--- src/hw/rtl/tic_pkg.sv ---
`timescale 1ns / 1ps
// shared types and constants for the traffic intersection controller
// no dependencies

package tic_pkg;

   localparam int unsigned SAMPLE_W = 10;
   localparam int unsigned COLOR_W  = 2;
   localparam int unsigned COUNT_W  = 4;
   localparam int unsigned PHASE_W  = 5;
   localparam int unsigned REQ_W    = 16;
   localparam int unsigned RSP_W    = 24;

   localparam logic [SAMPLE_W-1:0] THRESHOLD_RESET = 10'd717;

   localparam logic [COLOR_W-1:0] LAMP_OFF    = 2'd0;
   localparam logic [COLOR_W-1:0] LAMP_RED    = 2'd1;
   localparam logic [COLOR_W-1:0] LAMP_GREEN  = 2'd2;
   localparam logic [COLOR_W-1:0] LAMP_YELLOW = 2'd3;

   localparam logic [COUNT_W-1:0] NS_PED_SECS      = 4'd7;
   localparam logic [COUNT_W-1:0] EW_PED_SECS      = 4'd8;
   localparam logic [COUNT_W-1:0] NS_GREEN_SECS    = 4'd6;
   localparam logic [COUNT_W-1:0] EW_GREEN_SECS    = 4'd7;
   localparam logic [COUNT_W-1:0] LEFT_DAY_SECS    = 4'd8;
   localparam logic [COUNT_W-1:0] LEFT_NIGHT_SECS  = 4'd5;
   localparam logic [COUNT_W-1:0] YELLOW_DAY_SECS  = 4'd3;
   localparam logic [COUNT_W-1:0] YELLOW_NIGHT_SECS = 4'd2;

   typedef struct packed {
      logic [PHASE_W-1:0] phase;
      logic [COUNT_W-1:0] secs;
      logic               cycle_day;
      logic               day_sensed;
      logic               ns_ped;
      logic               ew_ped;
      logic               fl_req;
      logic               fl_act;
      logic               fl_red;
   } ctl_state_type;

endpackage

--- src/hw/rtl/traffic_intersection_controller_top.sv ---
`timescale 1ns / 1ps
// traffic intersection controller: one second of sequencing per input word
// depends on tic_pkg

// Each input word is one second: the light reading, the button presses and the
// left turn switch levels of that second. The block answers every word with one
// result word holding the four light colors, the phase and pedestrian counts,
// the buzzer flag and the mode flags. A word is held in the input register,
// the whole second update runs as one combinational pass into the result
// register, which presents the result, and a new word is taken every cycle
// while the result side keeps up. The user must write the light threshold
// through the csr port while no word is in flight; the block does not enforce it.

module traffic_intersection_controller_top
   import tic_pkg::*;
(
   input  logic                clock,
   input  logic                reset,
   input  logic                req_tvalid,
   output logic                req_tready,
   // light_sample[9:0], ns_ped_press[10], ew_ped_press[11], flash_press[12],
   // ew_left_switch[13], ns_left_switch[14], zero[15]
   input  logic [REQ_W-1:0]    req_tdata,
   output logic                rsp_tvalid,
   input  logic                rsp_tready,
   // ns_lamp[1:0], ns_left_lamp[3:2], ew_lamp[5:4], ew_left_lamp[7:6],
   // phase_count[11:8], walk_count[15:12], beep[16], day_flag[17],
   // flashing[18], flash_pending[19], zero[23:20]
   output logic [RSP_W-1:0]    rsp_tdata,
   input  logic                csr_wr_en,
   input  logic [SAMPLE_W-1:0] csr_wr_data
);

   typedef enum logic [PHASE_W-1:0] {
      PH_START  = 5'd0,
      PH_NS_PED = 5'd1,
      PH_NS_G   = 5'd2,
      PH_NS_Y   = 5'd3,
      PH_EWL_G  = 5'd4,
      PH_EWL_Y  = 5'd5,
      PH_EW_PED = 5'd6,
      PH_EW_G   = 5'd7,
      PH_EW_Y   = 5'd8,
      PH_NSL_G  = 5'd9,
      PH_NSL_Y  = 5'd10,
      PH_FLASH  = 5'd11
   } phase_type;

   function automatic ctl_state_type advance(input ctl_state_type s,
                                             input logic ewl_sw,
                                             input logic nsl_sw);
      ctl_state_type      r;
      logic [COUNT_W-1:0] yel;
      logic [PHASE_W-1:0] ew_phase;
      logic [COUNT_W-1:0] ew_secs;
      r   = s;
      yel = s.cycle_day ? YELLOW_DAY_SECS : YELLOW_NIGHT_SECS;
      if (s.cycle_day && s.ew_ped) begin
         ew_phase = PH_EW_PED;
         ew_secs  = EW_PED_SECS;
      end else begin
         ew_phase = PH_EW_G;
         ew_secs  = EW_GREEN_SECS;
      end
      if (s.secs == '0 && s.phase != PH_FLASH) begin
         unique case (phase_type'(s.phase))
            PH_NS_PED: begin
               r.ns_ped = 1'b0;
               r.phase  = PH_NS_G;
               r.secs   = NS_GREEN_SECS;
            end
            PH_NS_G: begin
               r.phase = PH_NS_Y;
               r.secs  = yel;
            end
            PH_NS_Y: begin
               if (ewl_sw) begin
                  r.phase = PH_EWL_G;
                  r.secs  = s.cycle_day ? LEFT_DAY_SECS : LEFT_NIGHT_SECS;
               end else begin
                  r.phase = ew_phase;
                  r.secs  = ew_secs;
               end
            end
            PH_EWL_G: begin
               r.phase = PH_EWL_Y;
               r.secs  = yel;
            end
            PH_EWL_Y: begin
               r.phase = ew_phase;
               r.secs  = ew_secs;
            end
            PH_EW_PED: begin
               r.ew_ped = 1'b0;
               r.phase  = PH_EW_G;
               r.secs   = EW_GREEN_SECS;
            end
            PH_EW_G: begin
               r.phase = PH_EW_Y;
               r.secs  = yel;
            end
            PH_EW_Y: begin
               if (nsl_sw) begin
                  r.phase = PH_NSL_G;
                  r.secs  = LEFT_DAY_SECS;
               end else begin
                  r.phase = PH_START;
                  r.secs  = '0;
               end
            end
            PH_NSL_G: begin
               r.phase = PH_NSL_Y;
               r.secs  = yel;
            end
            PH_START, PH_NSL_Y: begin
               if (s.fl_req) begin
                  r.fl_req = 1'b0;
                  r.fl_act = 1'b1;
                  r.fl_red = 1'b1;
                  r.phase  = PH_FLASH;
                  r.secs   = '0;
               end else begin
                  r.cycle_day = s.day_sensed;
                  if (!s.day_sensed) begin
                     r.ns_ped = 1'b0;
                     r.ew_ped = 1'b0;
                  end
                  if (s.day_sensed && s.ns_ped) begin
                     r.phase = PH_NS_PED;
                     r.secs  = NS_PED_SECS;
                  end else begin
                     r.phase = PH_NS_G;
                     r.secs  = NS_GREEN_SECS;
                  end
               end
            end
            default: begin
               r.phase = PH_START;
               r.secs  = '0;
            end
         endcase
      end
      return r;
   endfunction

   logic [SAMPLE_W-1:0] threshold_ff;
   logic                s1_valid_ff;
   logic [REQ_W-2:0]    s1_data_ff;
   logic                rsp_valid_ff;
   logic [RSP_W-1:0]    rsp_data_ff;
   logic [RSP_W-1:0]    rsp_data_in;
   ctl_state_type       state_ff;
   ctl_state_type       state_in;
   ctl_state_type       st_exit;
   ctl_state_type       st_one;
   ctl_state_type       st_res;
   logic                advance_en;

   logic [SAMPLE_W-1:0] sample;
   logic                ns_press;
   logic                ew_press;
   logic                fl_press;
   logic                ewl_sw;
   logic                nsl_sw;
   logic [COLOR_W-1:0]  ns_col;
   logic [COLOR_W-1:0]  nsl_col;
   logic [COLOR_W-1:0]  ew_col;
   logic [COLOR_W-1:0]  ewl_col;
   logic [COUNT_W-1:0]  pcount;
   logic [COUNT_W-1:0]  pedc;
   logic                beep;

   assign advance_en = s1_valid_ff && (!rsp_valid_ff || rsp_tready);
   assign req_tready = !s1_valid_ff || advance_en;
   assign rsp_tvalid = rsp_valid_ff;
   assign rsp_tdata  = rsp_data_ff;

   assign sample   = s1_data_ff[9:0];
   assign ns_press = s1_data_ff[10];
   assign ew_press = s1_data_ff[11];
   assign fl_press = s1_data_ff[12];
   assign ewl_sw   = s1_data_ff[13];
   assign nsl_sw   = s1_data_ff[14];

   // flash exit before a red second, then up to two phase steps
   always_comb begin
      st_exit = state_ff;
      if (state_ff.phase == PH_FLASH && state_ff.fl_red && state_ff.fl_req) begin
         st_exit.fl_req = 1'b0;
         st_exit.fl_act = 1'b0;
         st_exit.phase  = PH_START;
         st_exit.secs   = '0;
      end
      st_one = advance(st_exit, ewl_sw, nsl_sw);
      st_res = advance(st_one, ewl_sw, nsl_sw);
   end

   always_comb begin
      ns_col  = LAMP_RED;
      nsl_col = LAMP_RED;
      ew_col  = LAMP_RED;
      ewl_col = LAMP_RED;
      pcount  = '0;
      pedc    = '0;
      beep    = 1'b0;
      unique case (phase_type'(st_res.phase))
         PH_NS_PED: begin
            ns_col = LAMP_GREEN;
            pedc   = st_res.secs - 4'd1;
            beep   = 1'b1;
         end
         PH_NS_G: begin
            ns_col = LAMP_GREEN;
            pcount = st_res.secs;
         end
         PH_NS_Y: begin
            ns_col = LAMP_YELLOW;
            pcount = st_res.secs;
         end
         PH_EWL_G: begin
            ewl_col = LAMP_GREEN;
            pcount  = st_res.secs;
         end
         PH_EWL_Y: begin
            ewl_col = LAMP_YELLOW;
            pcount  = st_res.secs;
         end
         PH_EW_PED: begin
            ew_col = LAMP_GREEN;
            pedc   = st_res.secs - 4'd1;
            beep   = 1'b1;
         end
         PH_EW_G: begin
            ew_col = LAMP_GREEN;
            pcount = st_res.secs;
         end
         PH_EW_Y: begin
            ew_col = LAMP_YELLOW;
            pcount = st_res.secs;
         end
         PH_NSL_G: begin
            nsl_col = LAMP_GREEN;
            pcount  = st_res.secs;
         end
         PH_NSL_Y: begin
            nsl_col = LAMP_YELLOW;
            pcount  = st_res.secs;
         end
         PH_FLASH: begin
            if (!st_res.fl_red) begin
               ns_col  = LAMP_OFF;
               nsl_col = LAMP_OFF;
               ew_col  = LAMP_OFF;
               ewl_col = LAMP_OFF;
            end
         end
         default: begin
         end
      endcase

      rsp_data_in = {4'b0000, st_res.fl_req, st_res.fl_act, st_res.cycle_day, beep,
                     pedc, pcount, ewl_col, ew_col, nsl_col, ns_col};

      // end of second: latch presses, take the light reading, tick the timer (or toggle red/dark while flashing)
      state_in = st_res;
      if (ns_press) begin
         state_in.ns_ped = st_res.cycle_day;
      end
      if (ew_press) begin
         state_in.ew_ped = st_res.cycle_day;
      end
      if (fl_press) begin
         state_in.fl_req = 1'b1;
      end
      state_in.day_sensed = sample < threshold_ff;
      if (st_res.phase == PH_FLASH) begin
         state_in.fl_red = !st_res.fl_red;
      end else if (st_res.secs != '0) begin
         state_in.secs = st_res.secs - 4'd1;
      end
   end

   always_ff @(posedge clock) begin
      if (reset) begin
         threshold_ff       <= THRESHOLD_RESET;
         s1_valid_ff        <= 1'b0;
         rsp_valid_ff       <= 1'b0;
         state_ff.phase      <= PH_START;
         state_ff.secs       <= '0;
         state_ff.cycle_day  <= 1'b1;
         state_ff.day_sensed <= 1'b1;
         state_ff.ns_ped     <= 1'b0;
         state_ff.ew_ped     <= 1'b0;
         state_ff.fl_req     <= 1'b0;
         state_ff.fl_act     <= 1'b0;
         state_ff.fl_red     <= 1'b1;
      end else begin
         if (csr_wr_en) begin
            threshold_ff <= csr_wr_data;
         end
         if (req_tready) begin
            s1_valid_ff <= req_tvalid;
         end
         if (req_tready && req_tvalid) begin
            s1_data_ff <= req_tdata[REQ_W-2:0];
         end
         if (advance_en) begin
            rsp_valid_ff <= 1'b1;
            rsp_data_ff  <= rsp_data_in;
            state_ff     <= state_in;
         end else if (rsp_tready) begin
            rsp_valid_ff <= 1'b0;
         end
      end
   end

   // flash activity and the flash phase go together
   assert property (@(posedge clock) disable iff (reset)
      state_ff.fl_act == (state_ff.phase == PH_FLASH))
      else $error("flash flag out of step with phase");

   // no counts or beep while flashing
   assert property (@(posedge clock) disable iff (reset)
      rsp_valid_ff && rsp_data_ff[18] |-> rsp_data_ff[16:8] == '0)
      else $error("counts shown while flashing");

   // pedestrian countdown only in day cycles and never with a phase count
   assert property (@(posedge clock) disable iff (reset)
      rsp_valid_ff && rsp_data_ff[16] |-> rsp_data_ff[17] && rsp_data_ff[11:8] == '0)
      else $error("pedestrian beep outside a day countdown");

   // a moving ns movement keeps the ew lights red
   assert property (@(posedge clock) disable iff (reset)
      rsp_valid_ff && (rsp_data_ff[1:0] == LAMP_GREEN || rsp_data_ff[1:0] == LAMP_YELLOW)
      |-> rsp_data_ff[5:4] == LAMP_RED && rsp_data_ff[7:6] == LAMP_RED)
      else $error("conflicting greens");

   // a result is produced whenever the input stage moves on
   assert property (@(posedge clock) disable iff (reset)
      advance_en |=> rsp_valid_ff)
      else $error("result word lost");

endmodule
--- config.mk ---
export PLATFORM = sky130hd
export DESIGN_NAME = traffic_intersection_controller_top
export DESIGN_NICKNAME = d
export VERILOG_FILES = /design/src/hw/rtl/tic_pkg.sv /design/src/hw/rtl/traffic_intersection_controller_top.sv
export SDC_FILE = /design/constraint.sdc
export NUM_CORES = 1
export LEC_CHECK = 0
export BUFFER_PORTS_ARGS = -buffer_cell sky130_fd_sc_hd__buf_2
export CAP_MARGIN = 30
export CORE_UTILIZATION = 40
export DETAILED_ROUTE_END_ITERATION = 10
export GPL_TIMING_DRIVEN = 0
export PLACE_DENSITY = 0.61
export SYNTH_ARGS = -nofsm -noshare
export SYNTH_HDL_FRONTEND = slang
export SYNTH_SLANG_ARGS = --single-unit
--- constraint.sdc ---
create_clock -name clock -period 9 [get_ports clock]
set_input_delay 1.35 -clock clock [delete_from_list [all_inputs] [get_ports clock]]
set_output_delay 1.35 -clock clock [all_outputs]
set_load 0.005 [all_outputs]
# Yosys cells after proc, flatten, opt, wreduce, memory -nomap -nowiden
# Index checks and enable logic that the tools add are counted.
# totals
ramBits,0
reg_bits,63
latchBits,0
romBits,0
input_bits,31
mem_count,0
wordCells,135
output_inout_bits,26
# op_classes
reduce_logical,29
bitwise,1
n_eq_ne,34
mux,53
n_lt_le_gt_ge,1
add_sub_neg,1
shift,0
n_mul,0
div,0
# op_table
cell,n
$pmux W9 S10,2
$eq A5 B3 Y1 const B,12
$eq A5 B4 Y1 const B,11
$eq A5 B2 Y1 const B,6
$mux W9,3
$mux W4,6
$mux W8,3
$pmux W2 S3,4
$mux W10,2
$mux W1,16
$eq A5 B1 Y1 const B,3
$mux W2,7
$mux W6,2
$logic_and A1 B1 Y1,10
$logic_not A5 Y1,2
$lt A10 B10 Y1,1
$mux W5,2
$ne A5 B4 Y1 const B,2
$reduce_or A2 Y1,5
$logic_not A4 Y1,2
$pmux W1 S2,4
$reduce_or A8 Y1,1
$mux W3,2
$reduce_and A2 Y1,2
6 further kinds,9

# Logic depth before layout (Yosys ltp)
# depth
word_depth,16
mapped_depth,17
depth_no_buf,14

# Least setup slack after synthesis
# No wires, ideal clock.
# synth_path
path_type,flip-flop to flip-flop
from,register state_ff[7] in the netlist's numbering
to,register state_ff[8] in the netlist's numbering
setup_ps,70
path_slack_ps,5715
required_time_ps,8930
period_less_slack_ps,3285
stages_incl_launch_ff,15
path_buffers,0
arrival_ps,3215
cell_sequence,dfxtp_1 or4_4 a31oi_4 o221ai_2 o32a_1 o2111a_2 and2_4 a221oi_2 ha_1 nand3_1 a21oi_1 a31oi_1 mux2i_1 nand2_1 a21oi_1
# synth_between
elab_chain_len,12
word_cells_on_any_way,36
cone_classes,add/sub: 1; eq/ne: 12; mux: 14; reduce/logical: 9
# synth_rtl
item,line_no,text
from (decl),traffic_intersection_controller_top.sv:152,ctl_state_type state_ff;
from (signal assigned),traffic_intersection_controller_top.sv:310,state_ff <= state_in;
$mux W9 *,traffic_intersection_controller_top.sv:188,if (state_ff.phase == PH_FLASH && state_ff.fl_red && state_ff.fl_req) begin
"parallel branches: the longest is 7 deep, another holds $mux W10",--,
$mux W10 *,traffic_intersection_controller_top.sv:65,if (s.secs == '0 && s.phase != PH_FLASH) begin
$sub A4 B1 Y4 / $reduce_bool A4 Y1 (equally long branches),"traffic_intersection_controller_top.sv:279, traffic_intersection_controller_top.sv:278",
$mux W4,traffic_intersection_controller_top.sv:278,end else if (st_res.secs != '0) begin
$mux W4 *,traffic_intersection_controller_top.sv:276,if (st_res.phase == PH_FLASH) begin
# Mark *: on every way between the ends.
# A chain may end at the register's enable or synchronous reset.

# Worst setup path in the final report
# layout_path
from,register state_ff[7] in the netlist's numbering
to,register state_ff[7] in the netlist's numbering
# The elaborated chain is that of the path after synthesis.

==> run summary <==
# fillers -> 817
H-tree depth -> 3
Setup Buffers After CTS -> 0
met2 wire len -> 4000 um
Die Ht -> 98.9 um
worst reg2reg setup slack -> 4.72 ns
I/O pin cnt -> 57
top routing layer used -> met4
Detailed Route Iter0 Violations -> 166
mapped cell area -> 0.00375 sq mm
Placeable Area -> 0.00889 sq mm
RePlAce Congestion -> 0.907
reg2reg start -> state_ff[7]$_SDFFE_PP0P_
Final Total Pwr -> 0.00131 W
final number of hold-violating endpoints -> 0
status -> complete, no violations
crit path DAT -> 4.54 ns
cell type with the largest total area after synthesis -> edfxtp_1
VDD IR max -> 0.000120 V
DR WL met3 -> 614 um
count of cell types in the netlist -> 78
unrepaired setup endpoints after global routing -> false
Synth area leaders -> edfxtp_1 (28%), dfxtp_1 (15%), nand2_1 (4.1%)
Worst Path Class, Setup -> flop to flop
share of cells above drive strength 1 -> 23.8%
static leakage -> 1.79 nW
crit-path cells -> nor4_1, nor2_1, a211oi_1, o221ai_1, o2111a_2, and2_4, a221oi_2, ha_1, nand3_1, a21oi_1, a31oi_1, xnor2_1, nand2_1, a21oi_1
hold path cells -> 2
Tcrit/Tclk final -> 47.5%
DP HPWL -> 6770 um
crit-path max FO -> 6
final design utilization -> 49.0%
Antenna Cells -> 0
Tightest Pin Transition -> 0.896 ns
MaxCap Viol Count -> 0
Slew headroom -> 39.7%
CTS tree -> built
reg2reg end -> state_ff[7]$_SDFFE_PP0P_
max incr delay on CP -> 0.79 ns
clk slew on worst S/H paths -> 0.07 ns
Storage cell area -> 0.00161 sq mm
post_cts resized -> 0
hold_buf cts -> 0
highest clock rate -> 0.234 GHz
fin crit period -> 4.28 ns
vias -> 3130
CP endpoint kind -> flop
die footprint -> 0.00978 sq mm
Final ANT Viol Nets -> 0
Slew Viols, Final -> 0
synthesized area per cell -> 9.53 sq um
wire length on met1 -> 4210 um
area fraction of the dominant cell type after synthesis -> 28.0%
Syn-to-layout area delta -> 16.2%
sequential area share after synthesis -> 42.9%
first-pass GRT wire length -> 14600 um
largest net degree at the start of global routing -> 22
CTS Buf Count -> 9
top_reg_cell synth -> edfxtp_1
initial antenna violation count -> 0
flops & latches, synth -> 63
number of flops mapped to enable cells by yosys -> 35
most frequent cells in the layout -> buf_2 (59), nand2_1 (41), edfxtp_1 (35)
hold path endpoint -> state_ff[1]$_SDFFE_PP0P_
r2r worst-path depth -> 14
area occupied by multi-input gates -> 0.00196 sq mm
clock tree sinks -> 63
Min-Delay Path Class -> flop to flop
FFs w/ async S/R, synth -> 0%
# rows -> 34
Slowest-stage cell, CP -> nor4_1
CTS Root Cell -> clkbuf_8
total gr overflow -> 0
HP Start -> state_ff[1]$_SDFFE_PP0P_
TNS Setup -> 0 ns
Post-route DRC -> 0
vias in the first global route -> 2880
initial core utilization -> 42.2%
Die Width -> 98.9 um
number of nets in the layout -> 500
Pwr per Cell Area -> 301 mW/mm^2
Synth Instances -> 394
Post-Route WL -> 8940 um
most used cell, CP -> a21oi_1
Total Routing Usage GR -> 19.3%
Yosys warning count -> 0
worst-case clock buffer depth -> 2
final setup vio count -> 0
CP Launch Type -> flop
commonest non-fill, non-tap cell in the layout -> buf_2
Port Buffers -> 49
CP required -> 9.27 ns
Clock Skews -> 0.0110 ns
routed vias/inst -> 5.48
DR pass1 iterations -> 4
Avg WL per Cell -> 15.6 um
Skew-Pair Late Insertion Delay -> 0.34 ns
[sequential cells by signal, indices dropped and copies added (netlist names)]
name          flops
rsp_tdata        20
s1_data_ff       15
state_ff         11
threshold_ff     10
st_exit           5
rsp_tvalid        1
s1_valid_ff       1
[synth_stat cells, types with 3 or more instances]
| cell | number |
|---|---|
| nor4b_1 | 3 |
| nand2b_1 | 6 |
| and2_1 | 5 |
| xnor2_1 | 5 |
| mux2i_1 | 7 |
| inv_1 | 16 |
| a31oi_1 | 5 |
| nor2_1 | 32 |
| o22ai_1 | 3 |
| xor2_1 | 3 |
| dfxtp_1 | 28 |
| o21a_1 | 4 |
| nand4_1 | 5 |
| ha_1 | 11 |
| buf_2 | 10 |
| o21ai_0 | 15 |
| o31ai_1 | 3 |
| o221ai_1 | 4 |
| o211ai_1 | 10 |
| nand2_1 | 41 |
| and3_1 | 5 |
| a21o_1 | 11 |
| nor3_1 | 4 |
| buf_4 | 5 |
| nor2b_1 | 8 |
| o21ai_1 | 3 |
| clkbuf_1 | 9 |
| a21oi_1 | 19 |
| nand3_1 | 17 |
| nor3b_1 | 3 |
| edfxtp_1 | 35 |
| a211oi_1 | 5 |
[layout make-up]
| type | instances | area share, % |
|---|---|---|
| plain buffers | 26 | 3.13 |
| repair buffers | 50 | 5.97 |
| multi-input cells | 291 | 44.8 |
| inverters | 17 | 1.46 |
| flip-flops and latches | 63 | 37.0 |
| well taps | 108 | 3.10 |
| clock buffers | 10 | 3.16 |
| clock inverters | 6 | 1.38 |
[worst max-delay path, delay by kind of cell (launching register included)]
family,cells,cell delay (ns)
DFF,1,0.35
adders and majority gates,1,0.32
and+or+nand+nor,5,1.28
xor gates and xnor gates,1,0.19
AOI/OAI and AO/OA,7,2.05
[power breakdown]
part / switching [W] / leakage (nW) / internal (W)
Clock: 0.000111 / 0.0997 / 0.000134
Sequential: 0.0000147 / 0.553 / 0.000353
Combinational: 0.000409 / 1.13 / 0.000290
[layer usage]
layer  GRT usage (%)  up-vias
met5               0        -
met2            31.3      116
met1            26.0     1426
li1                -     1578
met4            5.40        0
met3            4.40       10
[through the flow]
| step | worst slack, ns | hold WS [ns] | area, sq um | std cells |
|---|---|---|---|---|
| finish | 4.72 | 0.460 | 4360 | 571 |
| global route | 4.42 | 0.485 | 4360 | 571 |
| CTS | 4.82 | 0.460 | 4360 | 571 |
| detailed placement | 4.85 | 0.450 | 4160 | 555 |
| global placement | 4.89 | 0.444 | 4150 | 554 |
| floorplan | 5.71 | 0.436 | 3760 | 397 |
[worst max path at each step]
| stage | startpoint | endpoint | slack (ns) | cells after the start |
|---|---|---|---|---|
| 6_report | state_ff[7]$_SDFFE_PP0P_ | state_ff[7]$_SDFFE_PP0P_ | 4.72 | 14 |
| 3_5_place_dp | state_ff[7]$_SDFFE_PP0P_ | state_ff[7]$_SDFFE_PP0P_ | 4.85 | 14 |
| 5_1_grt | state_ff[8]$_SDFFE_PP0P_ | state_ff[8]$_SDFFE_PP0P_ | 4.42 | 14 |
| 3_3_place_gp | state_ff[7]$_SDFFE_PP0P_ | state_ff[8]$_SDFFE_PP0P_ | 4.89 | 14 |
| 4_1_cts | state_ff[8]$_SDFFE_PP0P_ | state_ff[7]$_SDFFE_PP0P_ | 4.82 | 14 |
| 2_1_floorplan | state_ff[7]$_SDFFE_PP0P_ | state_ff[8]$_SDFFE_PP0P_ | 5.71 | 14 |
[cell families after synthesis]
kind of cell             count (synthesis)  share of synthesized area, %
AO/OA/AOI/OAI                          108                          21.8
XOR/XNOR                                 8                          1.87
adder cells (fa/ha/maj)                 11                          3.67
buffers and inverters                   43                          5.33
flip-flops                              63                          42.9
multiplexers                             9                          2.47
other                                    1                        0.0999
AND/OR/NAND/NOR                        151                          21.8
Power figures use the tool's default switching activity.
